<file path="src/rtl/core/twa_pkg.sv">
package twa_pkg;

  localparam int unsigned WINDOW_W  = 24;
  localparam int unsigned ELAPSED_W = 20;
  localparam int unsigned SAMPLE_W  = 10;
  localparam int unsigned AVG_W     = 18;

  localparam logic [WINDOW_W-1:0] WINDOW_RESET = 24'd100000;

  localparam int unsigned MAX_COUNT_DEF   = 65536;
  localparam int unsigned SAMPLE_BITS_DEF = 10;
  localparam int unsigned FRAC_BITS_DEF   = 8;

  typedef struct packed {
    logic load;
    logic div_step;
    logic push;
  } twa_cmd_t;

  typedef struct packed {
    logic closed;
  } twa_sts_t;

endpackage

</file>
<file path="src/rtl/core/twa_in_if.sv">
interface twa_in_if;
  logic                           valid;
  logic                           ready;
  logic [twa_pkg::ELAPSED_W-1:0]  elapsed_us;
  logic [twa_pkg::SAMPLE_W-1:0]   sample;

  modport source (output valid, output elapsed_us, output sample, input ready);
  modport sink   (input valid, input elapsed_us, input sample, output ready);
endinterface

</file>
<file path="src/rtl/core/twa_out_if.sv">
interface twa_out_if;
  logic                       valid;
  logic                       ready;
  logic [twa_pkg::AVG_W-1:0]  average_q8;
  logic                       window_closed;

  modport source (output valid, output average_q8, output window_closed, input ready);
  modport sink   (input valid, input average_q8, input window_closed, output ready);
endinterface

</file>
<file path="src/rtl/core/twa_ctrl.sv">
module twa_ctrl #(
  parameter int unsigned DVD_W = 35
) (
  input  logic              clk_i,
  input  logic              rst_ni,
  input  logic              in_valid_i,
  output logic              in_ready_o,
  output logic              out_valid_o,
  input  logic              out_ready_i,
  input  twa_pkg::twa_sts_t sts_i,
  output twa_pkg::twa_cmd_t cmd_o
);

  localparam int unsigned CNT_W = $clog2(DVD_W + 1);

  localparam logic [1:0] S_IDLE = 2'd0;
  localparam logic [1:0] S_DIV  = 2'd1;
  localparam logic [1:0] S_PUSH = 2'd2;

  logic [1:0]       state_q, state_d;
  logic [CNT_W-1:0] cnt_q, cnt_d;
  logic             out_valid_q, out_valid_d;

  always_comb begin
    state_d      = state_q;
    cnt_d        = cnt_q;
    cmd_o        = '0;
    in_ready_o   = 1'b0;
    case (state_q)
      S_IDLE: begin
        in_ready_o = 1'b1;
        if (in_valid_i) begin
          cmd_o.load = 1'b1;
          cnt_d      = CNT_W'(DVD_W - 1);
          state_d    = sts_i.closed ? S_DIV : S_PUSH;
        end
      end
      S_DIV: begin
        cmd_o.div_step = 1'b1;
        if (cnt_q == '0) begin
          state_d = S_PUSH;
        end else begin
          cnt_d = cnt_q - 1'b1;
        end
      end
      S_PUSH: begin
        if (!out_valid_q || out_ready_i) begin
          cmd_o.push = 1'b1;
          state_d    = S_IDLE;
        end
      end
      default: begin
        state_d = S_IDLE;
      end
    endcase
  end

  always_comb begin
    out_valid_d = out_valid_q;
    if (cmd_o.push) begin
      out_valid_d = 1'b1;
    end else if (out_ready_i) begin
      out_valid_d = 1'b0;
    end
  end

  assign out_valid_o = out_valid_q;

  always_ff @(posedge clk_i or negedge rst_ni) begin
    if (!rst_ni) begin
      state_q     <= S_IDLE;
      cnt_q       <= '0;
      out_valid_q <= 1'b0;
    end else begin
      state_q     <= state_d;
      cnt_q       <= cnt_d;
      out_valid_q <= out_valid_d;
    end
  end

endmodule

</file>
<file path="src/rtl/core/twa_datapath.sv">
module twa_datapath #(
  parameter int unsigned MAX_COUNT   = twa_pkg::MAX_COUNT_DEF,
  parameter int unsigned SAMPLE_BITS = twa_pkg::SAMPLE_BITS_DEF,
  parameter int unsigned FRAC_BITS   = twa_pkg::FRAC_BITS_DEF
) (
  input  logic                          clk_i,
  input  logic                          rst_ni,
  input  logic                          cfg_we_i,
  input  logic [twa_pkg::WINDOW_W-1:0]  cfg_wdata_i,
  input  logic [twa_pkg::ELAPSED_W-1:0] elapsed_us_i,
  input  logic [twa_pkg::SAMPLE_W-1:0]  sample_i,
  input  twa_pkg::twa_cmd_t             cmd_i,
  output twa_pkg::twa_sts_t             sts_o,
  output logic [twa_pkg::AVG_W-1:0]     average_q8_o,
  output logic                          window_closed_o
);

  localparam int unsigned SMP_W   = (SAMPLE_BITS < twa_pkg::SAMPLE_W) ? SAMPLE_BITS
                                                                       : twa_pkg::SAMPLE_W;
  localparam int unsigned COUNT_W = $clog2(MAX_COUNT + 1);
  localparam int unsigned SUM_W   = SMP_W + COUNT_W;
  localparam int unsigned DVD_W   = SUM_W + FRAC_BITS;
  localparam int unsigned WIN_W   = twa_pkg::WINDOW_W;
  localparam int unsigned AVG_W   = twa_pkg::AVG_W;

  logic [WIN_W-1:0]   window_q;
  logic [WIN_W-1:0]   time_q;
  logic [SUM_W-1:0]   sum_q;
  logic [COUNT_W-1:0] count_q;
  logic [AVG_W-1:0]   held_q;

  logic [DVD_W-1:0]   dvd_q;
  logic [COUNT_W-1:0] dvs_q;
  logic [COUNT_W-1:0] rem_q;
  logic [AVG_W-1:0]   quo_q;
  logic               zero_q;
  logic               closed_q;

  logic [AVG_W-1:0]   out_avg_q;
  logic               out_closed_q;

  logic [WIN_W:0]     time_sum;
  logic [COUNT_W:0]   rem_sh;
  logic               q_bit;
  logic [AVG_W-1:0]   held_d;

  assign time_sum     = {1'b0, time_q} + (WIN_W + 1)'(elapsed_us_i);
  assign sts_o.closed = !(time_sum < {1'b0, window_q});

  assign rem_sh = {rem_q, dvd_q[DVD_W-1]};
  assign q_bit  = (rem_sh >= {1'b0, dvs_q});

  assign held_d = closed_q ? (zero_q ? '0 : quo_q) : held_q;

  always_ff @(posedge clk_i or negedge rst_ni) begin
    if (!rst_ni) begin
      window_q <= twa_pkg::WINDOW_RESET;
      time_q   <= '0;
      sum_q    <= '0;
      count_q  <= '0;
      held_q   <= '0;
    end else begin
      if (cfg_we_i) begin
        window_q <= cfg_wdata_i;
      end
      if (cmd_i.load) begin
        if (sts_o.closed) begin
          time_q  <= '0;
          sum_q   <= '0;
          count_q <= '0;
        end else begin
          time_q <= time_sum[WIN_W-1:0];
          if (count_q < COUNT_W'(MAX_COUNT)) begin
            sum_q   <= sum_q + SUM_W'(sample_i[SMP_W-1:0]);
            count_q <= count_q + 1'b1;
          end
        end
      end
      if (cmd_i.push) begin
        held_q <= held_d;
      end
    end
  end

  // restoring divide, one quotient bit per step; only the low result bits are kept
  always_ff @(posedge clk_i) begin
    if (cmd_i.load) begin
      closed_q <= sts_o.closed;
      dvd_q    <= DVD_W'(sum_q) << FRAC_BITS;
      dvs_q    <= count_q;
      zero_q   <= (count_q == '0);
      rem_q    <= '0;
      quo_q    <= '0;
    end else if (cmd_i.div_step) begin
      dvd_q <= dvd_q << 1;
      quo_q <= {quo_q[AVG_W-2:0], q_bit};
      if (q_bit) begin
        rem_q <= COUNT_W'(rem_sh - {1'b0, dvs_q});
      end else begin
        rem_q <= rem_sh[COUNT_W-1:0];
      end
    end
    if (cmd_i.push) begin
      out_avg_q    <= held_d;
      out_closed_q <= closed_q;
    end
  end

  assign average_q8_o    = out_avg_q;
  assign window_closed_o = out_closed_q;

endmodule

</file>
<file path="src/rtl/core/time_window_average_core.sv">
// Time-window boxcar average of a sensor sample.
// in_i carries one request per sample: elapsed_us since the previous sample and the
// raw sample. out_o returns one result per request: the held average (8 fraction
// bits by default) and window_closed, set when that request closed a window.
// cfg_we_i/cfg_wdata_i write the window length; write only while idle.
// A request that keeps the window open goes from acceptance to the push state and
// then into the output register once that register is free. A closing request
// first runs a restoring divider, one quotient bit per cycle, over the smaller
// of SAMPLE_BITS and SAMPLE_W plus clog2(MAX_COUNT+1) + FRAC_BITS bits (35 by
// default), and is then pushed the same way. One request is in work at a time; the
// next is accepted once the previous result has moved into the output register.
// The output register holds a result while the receiver stalls; one more request
// may be accepted and worked on meanwhile, and then waits for the register.
// Reset clears the accumulated time, sum, count and held average, and sets the
// window length to 100000 us.
module time_window_average_core #(
  parameter int unsigned MAX_COUNT   = twa_pkg::MAX_COUNT_DEF,
  parameter int unsigned SAMPLE_BITS = twa_pkg::SAMPLE_BITS_DEF,
  parameter int unsigned FRAC_BITS   = twa_pkg::FRAC_BITS_DEF
) (
  input  logic                         clk_i,
  input  logic                         rst_ni,
  input  logic                         cfg_we_i,
  input  logic [twa_pkg::WINDOW_W-1:0] cfg_wdata_i,
  twa_in_if.sink                       in_i,
  twa_out_if.source                    out_o
);

  localparam int unsigned SMP_W = (SAMPLE_BITS < twa_pkg::SAMPLE_W) ? SAMPLE_BITS
                                                                     : twa_pkg::SAMPLE_W;
  localparam int unsigned DVD_W = SMP_W + $clog2(MAX_COUNT + 1) + FRAC_BITS;

  twa_pkg::twa_cmd_t cmd;
  twa_pkg::twa_sts_t sts;

  twa_ctrl #(
    .DVD_W (DVD_W)
  ) u_ctrl (
    .clk_i       (clk_i),
    .rst_ni      (rst_ni),
    .in_valid_i  (in_i.valid),
    .in_ready_o  (in_i.ready),
    .out_valid_o (out_o.valid),
    .out_ready_i (out_o.ready),
    .sts_i       (sts),
    .cmd_o       (cmd)
  );

  twa_datapath #(
    .MAX_COUNT   (MAX_COUNT),
    .SAMPLE_BITS (SAMPLE_BITS),
    .FRAC_BITS   (FRAC_BITS)
  ) u_datapath (
    .clk_i           (clk_i),
    .rst_ni          (rst_ni),
    .cfg_we_i        (cfg_we_i),
    .cfg_wdata_i     (cfg_wdata_i),
    .elapsed_us_i    (in_i.elapsed_us),
    .sample_i        (in_i.sample),
    .cmd_i           (cmd),
    .sts_o           (sts),
    .average_q8_o    (out_o.average_q8),
    .window_closed_o (out_o.window_closed)
  );

`ifndef ASSERT_OFF
  a_one_cmd: assert property (@(posedge clk_i) disable iff (!rst_ni)
    cmd.load |-> !cmd.div_step && !cmd.push)
    else $error("load issued together with another command");

  a_no_overwrite: assert property (@(posedge clk_i) disable iff (!rst_ni)
    cmd.push |-> !out_o.valid || out_o.ready)
    else $error("result pushed over a waiting result");

  a_div_follows: assert property (@(posedge clk_i) disable iff (!rst_ni)
    cmd.load && sts.closed |=> cmd.div_step && !in_i.ready)
    else $error("closing request did not start the divider");

  a_open_pushes: assert property (@(posedge clk_i) disable iff (!rst_ni)
    cmd.load && !sts.closed |=> !cmd.div_step)
    else $error("divider ran for a request that kept the window open");
`endif

endmodule

</file>
<file path="src/flat_wrapper.sv">
// flat-port wrapper written by rule: the top's interface ports become plain ports
module time_window_average_core_flat 
#(
  parameter int unsigned MAX_COUNT   = twa_pkg::MAX_COUNT_DEF,
  parameter int unsigned SAMPLE_BITS = twa_pkg::SAMPLE_BITS_DEF,
  parameter int unsigned FRAC_BITS   = twa_pkg::FRAC_BITS_DEF
)
  (clk_i, rst_ni, cfg_we_i, cfg_wdata_i, in_i_valid, in_i_elapsed_us, in_i_sample, in_i_ready, out_o_valid, out_o_average_q8, out_o_window_closed, out_o_ready);
  twa_in_if in_i_i ();
  twa_out_if out_o_i ();
  input  logic clk_i;
  input  logic rst_ni;
  input  logic cfg_we_i;
  input  logic [twa_pkg::WINDOW_W-1:0] cfg_wdata_i;
  input wire logic [$bits(in_i_i.valid)-1:0] in_i_valid;
  input wire logic [$bits(in_i_i.elapsed_us)-1:0] in_i_elapsed_us;
  input wire logic [$bits(in_i_i.sample)-1:0] in_i_sample;
  output wire logic [$bits(in_i_i.ready)-1:0] in_i_ready;
  output wire logic [$bits(out_o_i.valid)-1:0] out_o_valid;
  output wire logic [$bits(out_o_i.average_q8)-1:0] out_o_average_q8;
  output wire logic [$bits(out_o_i.window_closed)-1:0] out_o_window_closed;
  input wire logic [$bits(out_o_i.ready)-1:0] out_o_ready;
  assign in_i_i.valid = in_i_valid;
  assign in_i_i.elapsed_us = in_i_elapsed_us;
  assign in_i_i.sample = in_i_sample;
  assign in_i_ready = in_i_i.ready;
  assign out_o_valid = out_o_i.valid;
  assign out_o_average_q8 = out_o_i.average_q8;
  assign out_o_window_closed = out_o_i.window_closed;
  assign out_o_i.ready = out_o_ready;
  time_window_average_core #(.MAX_COUNT(MAX_COUNT), .SAMPLE_BITS(SAMPLE_BITS), .FRAC_BITS(FRAC_BITS)) u_core (.clk_i(clk_i), .rst_ni(rst_ni), .cfg_we_i(cfg_we_i), .cfg_wdata_i(cfg_wdata_i), .in_i(in_i_i), .out_o(out_o_i));
endmodule
</file>
<file path="config.mk">
export PLATFORM = sky130hd
export DESIGN_NAME = time_window_average_core_flat
export DESIGN_NICKNAME = d
export VERILOG_FILES = /design/src/rtl/core/twa_pkg.sv /design/src/rtl/core/twa_in_if.sv /design/src/rtl/core/twa_out_if.sv /design/src/rtl/core/twa_ctrl.sv /design/src/rtl/core/twa_datapath.sv /design/src/rtl/core/time_window_average_core.sv /design/src/flat_wrapper.sv
export SDC_FILE = /design/constraint.sdc
export NUM_CORES = 1
export LEC_CHECK = 0
export ABC_CLOCK_PERIOD_IN_PS = 8500
export BUFFER_PORTS_ARGS = -buffer_cell sky130_fd_sc_hd__buf_2
export CORE_MARGIN = 8
export CORE_UTILIZATION = 55
export CTS_CLUSTER_SIZE = 40
export DETAILED_ROUTE_END_ITERATION = 10
export GPL_TIMING_DRIVEN = 1
export HOLD_SLACK_MARGIN = 0.08
export PLACE_DENSITY = 0.74
export SLEW_MARGIN = 20
export SYNTH_ARGS = -nofsm -noshare
export SYNTH_HDL_FRONTEND = slang
export SYNTH_SLANG_ARGS = --single-unit
</file>
<file path="constraint.sdc">
create_clock -name clk_i -period 8.5 [get_ports clk_i]
set_clock_uncertainty 0.1 [all_clocks]
set_input_delay 1.7 -clock clk_i [delete_from_list [all_inputs] [get_ports clk_i]]
set_output_delay 1.7 -clock clk_i [all_outputs]
set_load 0.005 [all_outputs]
</file>
---- Word level (Yosys, flattened, before mapping) ----
Cells that the tools add are included.
cells by class
  add/subtract/negate cells ............... 5
  $lt $le $gt $ge ......................... 3
  equal/unequal tests ..................... 7
  mux-type cells .......................... 26
  reductions and logical operators ........ 12
operator list
  kind                   count
  $mux 35                2
  $mux 27                2
  $mux 17                3
  $mux 18                2
  $add 27x10->27         1
  $add 24x20->25         1
  $lt 25x24->1           1
  $mux 24                1
  $ge 18x17->1           1
  $add 17x1->17 const B  1
  $logic_not 17->1       1
  $lt 17x17->1 const B   1
  $sub 17x17->17         1
  $mux 6                 2
  $pmux 6 s2             1
  $mux 1                 8
  $mux 2                 4
  $ne 2x2->1 const B     4
  $logic_not 6->1        1
  $pmux 2 s3             1
  $reduce_and 3->1       2
  $reduce_bool 2->1      3
  $sub 6x1->6 const B    1
  $eq 2x1->1 const B     1
  6 further kinds        7
word-level totals
  register bits after elaboration ......... 219
  bits of input ports ..................... 59
  output and inout port bits .............. 21
  logic and storage cells ................. 69

---- Logic depth before layout (Yosys ltp) ----
Gate-level depths: netlist of run 1.
  depth in word-level cells ............... 5
  mapped depth ............................ 22

---- By module ----
Synthesis of run 1 repeated with hierarchy kept, for this count alone.
unflattened totals
  cells, all modules ...................... 1208
  area, all modules ....................... 11956.5 um^2
by module, submodules not included
  module        times used  cells an instance  area an instance (um^2)  sequential area each (um^2)
  twa_datapath  1           1151               11415.9                  5412.7
  twa_ctrl      1           57                 540.5                    225.2

---- Least setup slack after synthesis of run 1 ----
No wires, ideal clock.
  path kind ............................... input to register
  start ................................... input in_i_elapsed_us[0]
  end ..................................... register u_core.u_datapath.sum_q[10]
  library setup time ...................... 0.121 ns
  arrival time ............................ 5.820 ns
  required time ........................... 8.279 ns
  slack ................................... 2.459 ns
  cell stages on the path ................. 21
  buffers on the path ..................... 2
  cell sequence ........................... ha_1 -> inv_1 -> fa_1 -> nor2b_1 -> o31a_1 -> o311a_1 -> or3_1 -> a21oi_1 -> nor2_1 -> xor2_1 -> ha_1 -> nand4_1 -> nor4_1 -> o21ai_0 -> a21oi_1 -> nor2_8 -> inv_2 -> buf_6 -> buf_2 -> o21ai_0 -> a22o_1
on the way
  longest elaborated chain between the ends .. 4
  elaborated cells on any way between the ends .. 5
  classes of those cells .................. add/sub (1); order compare (1); eq/ne (1); mux (1); reduce/logical (1)
RTL lines
  item                               RTL line            source
  start: declaration                 flat_wrapper.sv:16  input wire logic [$bits(in_i_i.elapsed_us)-1:0] in_i_elapsed_us;
  $add 24x20->25 (*)                 twa_datapath.sv:47  assign time_sum = {1'b0, time_q} + (WIN_W + 1)'(elapsed_us_i);
  $lt 25x24->1 (*)                   twa_datapath.sv:48  assign sts_o.closed = !(time_sum < {1'b0, window_q});
  $ne 2x1->1 (no source line)        -
  $reduce_and 2->1 (no source line)  -
  end signal: assignment             twa_datapath.sv:74  sum_q <= sum_q + SUM_W'(sample_i[SMP_W-1:0]);
  end: declaration                   twa_datapath.sv:28  logic [SUM_W-1:0] sum_q;
Every way passes the cells marked *; elsewhere a longest branch is shown, timed or not.
A chain may end at the register's enable or synchronous reset.

---- Final worst setup path of run 1 ----
  start ................................... input in_i_elapsed_us[0]
  end ..................................... register u_core.u_datapath.time_q[12]
on the way
  longest elaborated chain between the ends .. 3
RTL lines
  item                    RTL line            source
  $add 24x20->25 (*)      twa_datapath.sv:47
  $lt 25x24->1            twa_datapath.sv:48
  $mux 24 (*)             twa_datapath.sv:67  if (sts_o.closed) begin
  end signal: assignment  twa_datapath.sv:72  time_q <= time_sum[WIN_W-1:0];
  end: declaration        twa_datapath.sv:27  logic [WIN_W-1:0] time_q;
Marks and branches as above.

==> impl_metrics.csv, run 1 <==
group,metric,value,unit
die,die_w,164,µm
global_route,grt_pass1_wl,44.6,mm
placement,place_hpwl,18.6,mm
global_route,antenna_found_initial,0,
sta,tightestPinTransition,1150,ps
sta,finalHoldViolCount,0,
detailed_routing,vias_per_cell,5.68,
synth,synth.distinct_cells,71,
critical_path,rrSetupSlack,3120,ps
worst_hold_path,hold_path.class,"register to register",
clock_tree,clk_pin_slew_worst_paths,60,ps
clock_tree,cts_setup_buffers,0,
clock_tree,h-tree-depth,1,
placement,dp_cells,1608,
critical_path,cp_max_fo,31,
die,placementRows,54,
synth,synthCells,1296,
clock_tree,cts_buffers,25,
detailed_routing,drtPass1Iterations,5,
clock_tree,clockBufferDepth,3,
run,maxCapViolations,0,
clock_tree,cts.sinks,219,
sta,setup-tns-final,0,ps
clock_tree,cts_resized,0,
sta,holdWs,374,ps
status,status,"completed",
sta,setup_viol,0,
worst_hold_path,holdCritStartpoint,"u_core.u_datapath.quo_q[17]$_SDFFE_PP0P_",
clock_tree,cts_hold_buf,0,
critical_path,crit_arrival,6570,ps
synth,synth_enable_flop_cells,65,
pwr,p_leak,5.97,nW
die,io-pin-count,80,
critical_path,worst_path_max_delay_cell,"inv_2",
detailed_routing,wl_per_cell,16.3,µm
synth,synth_area_per_cell,9.26,µm²
clock_tree,cts_root_buf,"clkbuf_16",
sta,rsz0062_at_grt,"no",
worst_hold_path,holdPathEnd,"u_core.u_datapath.quo_q[17]$_SDFFE_PP0P_",
finish,nets,1492,
sta,post-route-period-util,0.736,
critical_path,worstPathRequired,8820,ps
critical_path,start_kind,"input pin",
worst_hold_path,whs_path_depth,2,
detailed_routing,drc,0,
placement,routabilityCongestion,0.904,
synth,async_reset_ff_frac,0.543,
synth,synth_area,0.0120,mm²
critical_path,ff2ff_path_depth,19,
synth,synthFlopType,"dfrtp_1",
sta,fin_crit,6260,ps
detailed_routing,antenna_left,0,
synth,syn_nets,1432,
pwr,power_density,331,mW/mm²
critical_path,crit_chain,"buf_2 -> ha_1 -> inv_1 -> fa_1 -> nor2b_1 -> o31a_1 -> o311a_1 -> or3_1 -> a21oi_1 -> nor2_1 -> xor2_1 -> ha_1 -> nand4_1 -> nor4_1 -> o21ai_0 -> a21oi_1 -> nor2_8 -> inv_2 -> nor2_2 -> a22o_1",
critical_path,r2r-end,"u_core.u_datapath.time_q[12]$_DFFE_PN0P_",
finish,fin_cells,1655,
global_route,overflow,0,
clock_tree,cts_tree,"done",
finish,syn2layout_area_growth,12.2,%
critical_path,regToRegStartpoint,"u_core.u_datapath.time_q[0]$_DFFE_PN0P_",
critical_path,cp-end-kind,"register",
synth,synth_seq_area_share,0.470,
global_route,grt_max_degree,82,
die,dieArea,0.0268,mm²
global_route,grt_pass1_vias,9276,
synth,synth_seq_cells,219,
die,start_util,0.555,
sta,max_slew_margin,0.231,
die,core_area,0.0216,mm²
finish,diodes,0,
placement,numPortBuffers,79,
detailed_routing,drt-initial-drc-count,607,
die,die_h,164,µm
critical_path,critPathMaxStageDelay,470,ps
sta,fmax,160,MHz
sta,slew_viol_final,0,
synth,yosysWarnings,0,
pwr,irDropWorstVdd,0.213,mV
detailed_routing,routed_wl,27.0,mm
detailed_routing,vias,9408,
finish,drive_gt1_frac,0.118,
global_route,grt.total_usage,0.200,
critical_path,crit_type,"input pin to register",
clock_tree,clock_latency,530,ps
==> metal layers <==
metal / wire [µm] / global-route usage / up-vias / share of wire
li1: - / - / 4688 / -
met1: 12100 / 0.259 / 4496 / 0.45
met2: 13200 / 0.342 / 175 / 0.49
met3: 1020 / 0.0278 / 49 / 0.038
met4: 721 / 0.0628 / 0 / 0.027
met5: 0 / 0 / - / 0
==> how the worst max path moves through the flow <==
stage | slack, ps | startpoint | cells past startpoint | to
2_1_floorplan | 2460 | in_i_elapsed_us[0] | 21 | u_core.u_datapath.sum_q[10]$_DFFE_PN0P_
3_3_place_gp | 1390 | in_i_elapsed_us[0] | 20 | u_core.u_datapath.time_q[12]$_DFFE_PN0P_
3_5_place_dp | 1280 | in_i_elapsed_us[0] | 20 | u_core.u_datapath.time_q[12]$_DFFE_PN0P_
4_1_cts | 1800 | in_i_elapsed_us[0] | 20 | u_core.u_datapath.time_q[12]$_DFFE_PN0P_
5_1_grt | 1860 | in_i_elapsed_us[0] | 20 | u_core.u_datapath.sum_q[11]$_DFFE_PN0P_
6_report | 2240 | in_i_elapsed_us[0] | 20 | u_core.u_datapath.time_q[12]$_DFFE_PN0P_
==> state kept, by name, summed over array words and instances, names as in the netlist, 18 cells and up <==
register	cells
u_core.u_datapath.dvd_q	27
u_core.u_datapath.sum_q	27
u_core.u_datapath.time_q	24
u_core.u_datapath.window_q	24
u_core.u_datapath.average_q8_o	18
u_core.u_datapath.held_q	18
u_core.u_datapath.quo_q	18
==> layout by cell type (no fill, tap or decap), types with 35 or more instances in the layout <==
cell type / instances
o21ai_0: 151
a21oi_1: 58
edfxtp_1: 65
nor2_1: 54
nand2_1: 247
nand3_1: 36
dfxtp_1: 35
inv_1: 82
buf_2: 78
dfrtp_1: 113
ha_1: 74
==> Yosys cell counts (6+ instances only) <==
library cell | n | share of area
nor4_1 | 14 | 0.0073
nor2b_1 | 12 | 0.0063
a211oi_1 | 6 | 0.0038
and3_1 | 13 | 0.0068
nand2b_1 | 11 | 0.0057
and2_1 | 9 | 0.0047
inv_1 | 83 | 0.026
o21ai_0 | 151 | 0.063
a31oi_1 | 6 | 0.0031
nor2_1 | 54 | 0.017
buf_2 | 6 | 0.0025
a22o_1 | 21 | 0.015
o31ai_1 | 12 | 0.0075
nand3_1 | 36 | 0.015
nor3_1 | 11 | 0.0046
a21o_1 | 12 | 0.0075
xnor2_1 | 29 | 0.021
clkbuf_1 | 44 | 0.014
nand3b_1 | 20 | 0.013
nand2_1 | 248 | 0.078
mux2i_1 | 21 | 0.018
ha_1 | 74 | 0.077
dfstp_2 | 6 | 0.013
dfxtp_1 | 35 | 0.058
nand4_1 | 14 | 0.0073
dfrtp_1 | 113 | 0.24
xor2_1 | 15 | 0.011
o211ai_1 | 6 | 0.0038
edfxtp_1 | 65 | 0.16
a21oi_1 | 59 | 0.025
o21a_1 | 12 | 0.0075
==> cells by family after synthesis <==
group | synth area share
buffers and inverters | 0.0453
AND/OR/NAND/NOR | 0.184
adder cells (fa/ha/maj) | 0.0821
flip-flops | 0.470
XOR/XNOR | 0.0321
AO/OA/AOI/OAI | 0.168
multiplexers | 0.0185
==> report_power, final <==
| group | internal, mW | switching [mW] |
|---|---|---|
| clock network | 0.667 | 0.455 |
| logic | 0.677 | 1.12 |
| registers | 1.38 | 0.168 |
==> worst max-delay path, delay by kind of cell <==
kind	cells	cell delay, ps
compound gates	6	1790
simple gates	7	1540
fa+ha+maj	3	710
buf+inv	3	640
xor+xnor	1	170
==> stage by stage <==
| step | total power [mW] | setup slack [ps] | instance area (µm²) | util |
|---|---|---|---|---|
| after floorplan | 2.86 | 2460 | 12000 | - |
| after global placement | 3.30 | 1390 | 12600 | 0.583 |
| after detailed placement | 3.35 | 1280 | 12600 | 0.583 |
| after CTS | 4.48 | 1800 | 13500 | 0.623 |
| after global routing | 4.77 | 1860 | 13500 | 0.623 |
| final | 4.46 | 2240 | 13500 | 0.623 |
==> area by class of cell <==
| type | instances | area [µm²] |
|---|---|---|
| Clock buffer | 26 | 629 |
| Clock inverter | 20 | 231 |
| Fill cell | 1869 | 8150 |
| Inverter | 85 | 319 |
| Multi-Input combinational cell | 939 | 5850 |
| Sequential cell | 219 | 5640 |
| Tap cell | 280 | 350 |
| Timing Repair Buffer | 86 | 450 |
Note: power is estimated with default switching activity, not from simulation.
==> run 2: changes to the inputs <==
ABC_CLOCK_PERIOD_IN_PS = 5900   (was 8500)
clock period = 5.9 ns   (was 8.5 ns; I/O delays follow)
==> run 2 against run 1 <==
Against the previous run:
- final cell count grew 0.60%
- die area is the same
- total power grew 43%
- count of clock-buffer cells in the layout grew 9
- core utilization grew 0.22 points
- setup slack lost 1900 ps
- global-route usage grew 0.71 points
- worst hold slack is essentially flat
==> impl_metrics.csv, run 2 (same netlist as run 1, synthesis figures left out) <==
group,metric,value,unit
detailed_routing,vias,9561,
global_route,grt_pass1_wl,46.3,mm
pwr,switching_share,0.387,
pwr,p_comb_frac,0.419,
finish,top_regs,"u_core.u_datapath.dvd_q x27, u_core.u_datapath.sum_q x27",
placement,routabilityCongestion,0.906,
clock_tree,cts_tree,"done",
finish,drive_gt1_frac,0.119,
critical_path,crit_top_cell,"ha_1",
sta,fmax,181,MHz
pwr,clockPowerShare,0.233,
clock_tree,clk_pin_slew_worst_paths,60,ps
sta,max_slew_margin,0.339,
critical_path,crit_chain,"buf_2 -> ha_1 -> inv_1 -> fa_1 -> nor2b_1 -> o31a_1 -> o311a_1 -> or3_1 -> a21oi_1 -> nor2_1 -> xor2_1 -> ha_1 -> nand4_1 -> nor3_1 -> a221oi_1 -> and3_1 -> o21ai_4 -> nor2_8 -> inv_2 -> buf_4 -> or4_1 -> o21ai_0",
die,core_area,0.0216,mm²
global_route,grt_pass1_vias,9414,
die,die_h,164,µm
die,io-pin-count,80,
finish,final_common_cell,"nand2_1",
clock_tree,cts_root_buf,"clkbuf_16",
critical_path,ff2ff_path_depth,21,
finish,syn2layout_area_growth,12.6,%
sta,rsz0062_at_grt,"no",
detailed_routing,drc,0,
pwr,power_density,472,mW/mm²
finish,diodes,0,
die,placementRows,54,
sta,fin_crit,5520,ps
critical_path,rrSetupSlack,740,ps
clock_tree,cts_hold_buf,0,
critical_path,crit_type,"input pin to register",
detailed_routing,vias_per_cell,5.74,
pwr,sequentialPowerShare,0.348,
critical_path,worstSetupEndpoint,"u_core.u_datapath.time_q[20]$_DFFE_PN0P_",
detailed_routing,wl_per_cell,16.6,µm
critical_path,start_kind,"input pin",
global_route,grt.total_usage,0.207,
clock_tree,clockBufferDepth,3,
detailed_routing,routed_wl,27.6,mm
critical_path,cp_max_fo,20,
die,die_w,164,µm
sta,post-route-period-util,0.936,
critical_path,worst_path_max_delay_cell,"or4_1",
placement,numPortBuffers,79,
die,start_util,0.555,
pwr,p_switching,2.47,mW
clock_tree,h-tree-depth,1,
clock_tree,cts_buffers,24,
pwr,p_int,3.90,mW
die,dieArea,0.0268,mm²
worst_hold_path,hold_path.class,"register to register",
detailed_routing,antenna_left,0,
critical_path,cp-end-kind,"register",
critical_path,worstPathRequired,6240,ps
critical_path,regToRegStartpoint,"u_core.u_datapath.time_q[0]$_DFFE_PN0P_",
critical_path,worstSetupStartpoint,"in_i_elapsed_us[0]",
pwr,power,6.37,mW
clock_tree,clock_latency,520,ps
sta,setup_viol,0,
worst_hold_path,whs_path_depth,2,
detailed_routing,drtPass1Iterations,5,
global_route,antenna_found_initial,0,
global_route,grt_max_degree,82,
placement,place_hpwl,19.0,mm
finish,layout_common_cells,"nand2_1, o21ai_0, dfrtp_1",
critical_path,crit_arrival,5860,ps
sta,finalHoldViolCount,0,
detailed_routing,drt-initial-drc-count,561,
critical_path,r2r-end,"u_core.u_datapath.time_q[20]$_DFFE_PN0P_",
pwr,p_leak,6.00,nW
sta,slew_viol_final,0,
run,maxCapViolations,0,
clock_tree,cts_resized,0,
finish,filler_cell_count,1869,
clock_tree,cts_setup_buffers,0,
status,status,"completed",
clock_tree,cts.sinks,219,
finish,nets,1503,
critical_path,critPathMaxStageDelay,450,ps
sta,holdWs,375,ps
global_route,overflow,0,
pwr,irDropWorstVdd,0.259,mV
sta,tightestPinTransition,992,ps
-- run 2: cell count changes in the layout (fill, tap and decap cells not counted), moves of 2 or more --
| cell | change |
|---|---|
| buf_4 | +8 |
| clkbuf_8 | +2 |
| buf_12 | +2 |
| bufinv_16 | -2 |
| clkinv_2 | -4 |
| clkbuf_1 | +7 |
| clkinvlp_4 | -2 |
-- run 2: layout make-up --
type | count | area, µm² | share of cell area
multi-input cells | 939 | 5850 | 0.433
flip-flops and latches | 219 | 5640 | 0.417
clock buffers | 35 | 683 | 0.0505
repair buffers | 98 | 577 | 0.0427
well taps | 280 | 350 | 0.0259
inverters | 85 | 319 | 0.0236
clock inverters | 9 | 98.8 | 0.00731
-- run 2: how the worst min path moves through the flow --
stage,start,endpoint,slack [ps]
after floorplan,u_core.u_datapath.closed_q$_DFFE_PP_,u_core.u_datapath.window_closed_o$_DFFE_PP_,320
after global placement,u_core.u_datapath.quo_q[17]$_SDFFE_PP0P_,u_core.u_datapath.quo_q[17]$_SDFFE_PP0P_,350
after detailed placement,u_core.u_datapath.quo_q[13]$_SDFFE_PP0P_,u_core.u_datapath.quo_q[13]$_SDFFE_PP0P_,370
after CTS,u_core.u_datapath.quo_q[13]$_SDFFE_PP0P_,u_core.u_datapath.quo_q[13]$_SDFFE_PP0P_,370
after global routing,u_core.u_datapath.quo_q[14]$_SDFFE_PP0P_,u_core.u_datapath.quo_q[14]$_SDFFE_PP0P_,390
final,u_core.u_datapath.quo_q[10]$_SDFFE_PP0P_,u_core.u_datapath.quo_q[10]$_SDFFE_PP0P_,370
-- run 2: power groups by stage --
| stage | combinational [mW] | clock, mW | sequential, mW |
|---|---|---|---|
| CTS | 2.65 | 1.51 | 2.23 |
| global placement | 2.57 | 0 | 2.25 |
| finish | 2.67 | 1.48 | 2.22 |
| floorplan | 1.97 | 0 | 2.15 |
| detailed placement | 2.63 | 0 | 2.25 |
| global route | 3.00 | 1.57 | 2.26 |
-- run 2: per-stage QoR --
step | setup TNS, ps | instances | utilization | setup WS [ps] | cell area, µm²
after floorplan | 0 | 1296 | - | 379 | 12000
final | 0 | 1665 | 0.625 | 379 | 13500
after global placement | 0 | 1619 | 0.588 | 17.9 | 12700
after global routing | 0 | 1665 | 0.625 | 39.3 | 13500
after CTS | 0 | 1663 | 0.624 | 417 | 13500
after detailed placement | -131 | 1619 | 0.588 | -124 | 12700
-- run 2: worst max-delay path, delay by kind of cell --
kind | cells | cell delay, ps
buf+inv | 4 | 640
xor+xnor | 1 | 160
simple gates | 8 | 1770
compound gates | 6 | 1400
fa+ha+maj | 3 | 710
-- run 2: routing by layer --
metal	routed length, µm	vias up	global-route usage
met5	0	-	0
met1	12500	4605	0.275
met3	1230	44	0.0291
met4	488	0	0.0517
met2	13300	188	0.352
li1	-	4724	-
==> run 3: changes to the inputs <==
CORE_ASPECT_RATIO = 0.8   (was not set)
TNS_END_PERCENT = 1   (was not set)
==> run 3 against run 2 <==
Against the previous run:
- clock power barely moved
- first-iteration DRC count up 35%
- critical path depth stayed put
- final area is 0.13% lower
- critical endpoint is now u_core.u_datapath.time_q[12]$_DFFE_PN0P_
==> impl_metrics.csv, run 3 (same netlist as run 1, synthesis figures left out) <==
group,metric,value,unit
global_route,antenna_found_initial,0,
detailed_routing,wl_met3,1.29,mm
critical_path,worstPathRequired,6200,ps
critical_path,path_buf_inv,5,
detailed_routing,antenna_left,0,
pwr,power_density,473,mW/mm²
pwr,irDropWorstVdd,0.311,mV
clock_tree,h-tree-depth,1,
sta,holdWs,360,ps
finish,finish.utilization,0.628,
finish,top_regs,"u_core.u_datapath.dvd_q x27, u_core.u_datapath.sum_q x27",
sta,finalHoldViolCount,0,
global_route,grt_pass1_vias,9381,
clock_tree,cts.sinks,219,
detailed_routing,wl_per_cell,16.4,µm
clock_tree,clk_pin_slew_worst_paths,60,ps
clock_tree,clockBufferDepth,3,
global_route,grt.total_usage,0.202,
clock_tree,cts_buffers,23,
finish,fin_cells,1658,
die,placementRows,48,
placement,place_hpwl,18.8,mm
critical_path,start_kind,"input pin",
die,die_h,148,µm
pwr,power,6.38,mW
sta,setup_viol,0,
sta,rsz0062_at_grt,"no",
detailed_routing,routed_wl,27.2,mm
sta,max_slew_margin,0.305,
detailed_routing,drc,0,
critical_path,worst_path_max_delay_cell,"or3_1",
finish,regArea,0.00564,mm²
finish,drive_gt1_frac,0.119,
detailed_routing,vias_per_cell,5.79,
clock_tree,cts_root_buf,"clkbuf_16",
run,maxCapViolations,0,
critical_path,critPathMaxStageDelay,440,ps
detailed_routing,dr_wl_met2,12.4,mm
finish,nets,1502,
critical_path,cp-end-kind,"register",
sta,fin_ws,379,ps
clock_tree,cts_hold_buf,0,
detailed_routing,wl_met1,13.0,mm
finish,diodes,0,
status,status,"completed",
critical_path,cp_top_family,"compound AO/OA/AOI/OAI gates",
finish,filler_cell_count,1823,
die,core_area,0.0215,mm²
detailed_routing,highest_layer,"met4",
clock_tree,cts_setup_buffers,0,
critical_path,crit_arrival,5820,ps
die,dieArea,0.0268,mm²
global_route,grt_pass1_wl,45.9,mm
detailed_routing,vias,9601,
placement,routabilityCongestion,0.870,
die,io-pin-count,80,
clock_tree,clock_latency,510,ps
sta,fin_crit,5520,ps
placement,dp_cells,1614,
placement,numPortBuffers,79,
sta,slew_viol_final,0,
global_route,overflow,0,
critical_path,crit_chain,"buf_2 -> ha_1 -> inv_1 -> fa_1 -> nor2b_1 -> o31a_1 -> o311a_1 -> or3_1 -> a21oi_1 -> nor2_1 -> xor2_1 -> ha_1 -> nand4_1 -> nor4_1 -> buf_4 -> o21ai_0 -> a21oi_1 -> buf_4 -> nor2_8 -> inv_2 -> nor2_2 -> a22o_1",
sta,post-route-period-util,0.936,
detailed_routing,drtPass1Iterations,7,
clock_tree,cts_resized,0,
sta,fmax,181,MHz
die,die_w,181,µm
finish,syn2layout_area_growth,12.5,%
sta,tightestPinTransition,1040,ps
clock_tree,cts_tree,"done",
finish,multiInputGateArea,0.00585,mm²
pwr,p_leak,6.00,nW
critical_path,crit_type,"input pin to register",
global_route,grt_max_degree,82,
worst_hold_path,hold_path.class,"register to register",
finish,layout_common_cells,"nand2_1, o21ai_0, dfrtp_1",
critical_path,cp_max_fo,16,
placement,pre_cts_ws,-38.3,ps
die,start_util,0.558,
detailed_routing,drt-initial-drc-count,760,
finish,final_common_cell,"nand2_1",
[run 3: cell types whose count changed in the layout (fill, tap and decap cells not counted), sizes merged]
cell    change
bufinv      +1
clkbuf      -6
clkinv      +2
inv         +1
[run 3: report_power, final]
group	internal, mW	switching, mW	leakage, nW
Combinational	1.06	1.63	3.19
Sequential	1.98	0.243	2.44
Clock	0.864	0.601	0.368
Total	3.90	2.48	6.00
[run 3: worst register-to-register path: stages (launching register included)]
cell	delay (ps)
dfrtp_1	380
ha_1	190
inv_1	70
fa_1	210
nor2b_1	80
o31a_1	270
o311a_1	380
or3_1	450
a21oi_1	270
nor2_1	100
xor2_1	170
ha_1	310
nand4_1	160
nor4_1	330
buf_4	170
o21ai_0	70
a21oi_1	280
buf_4	270
nor2_8	40
inv_2	230
nor2_2	190
a22o_1	290
[run 3: stage by stage]
| stage | cell area, µm² | setup TNS (ps) |
|---|---|---|
| final | 13500 | 0 |
| after global routing | 13500 | 0 |
| after CTS | 13500 | 0 |
| after detailed placement | 12700 | -138 |
| after global placement | 12700 | 0 |
| after floorplan | 12000 | 0 |
[run 3: area by class of cell]
| type | instances | share of cell area |
|---|---|---|
| timing repair buffer | 98 | 0.0439 |
| clock inverter | 13 | 0.0108 |
| tap | 275 | 0.0255 |
| sequential | 219 | 0.418 |
| clock buffer | 29 | 0.0450 |
| multi-input combinational | 939 | 0.433 |
| inverter | 85 | 0.0236 |
[run 3: metal layers]
| metal | vias to the layer above | GRT usage |
|---|---|---|
| met3 | 43 | 0.0319 |
| met2 | 219 | 0.331 |
| li1 | 4716 | - |
| met1 | 4623 | 0.275 |
| met5 | - | 0 |
| met4 | 0 | 0.0528 |
[run 3: final timing paths]
path / slack, ps / depth (start not counted) / from / to
max: 380 / 22 / in_i_elapsed_us[0] / u_core.u_datapath.time_q[12]$_DFFE_PN0P_
min: 360 / 2 / u_core.u_datapath.quo_q[17]$_SDFFE_PP0P_ / u_core.u_datapath.quo_q[17]$_SDFFE_PP0P_
max reg2reg: 790 / 21 / u_core.u_datapath.time_q[0]$_DFFE_PN0P_ / u_core.u_datapath.time_q[12]$_DFFE_PN0P_
min reg2reg: 360 / 2 / u_core.u_datapath.quo_q[17]$_SDFFE_PP0P_ / u_core.u_datapath.quo_q[17]$_SDFFE_PP0P_
max in group asynchronous: 3730 / 2 / rst_ni / u_core.u_datapath.sum_q[2]$_DFFE_PN0P_
min in group asynchronous: 630 / 1 / rst_ni / u_core.u_datapath.window_q[19]$_DFFE_PN0P_
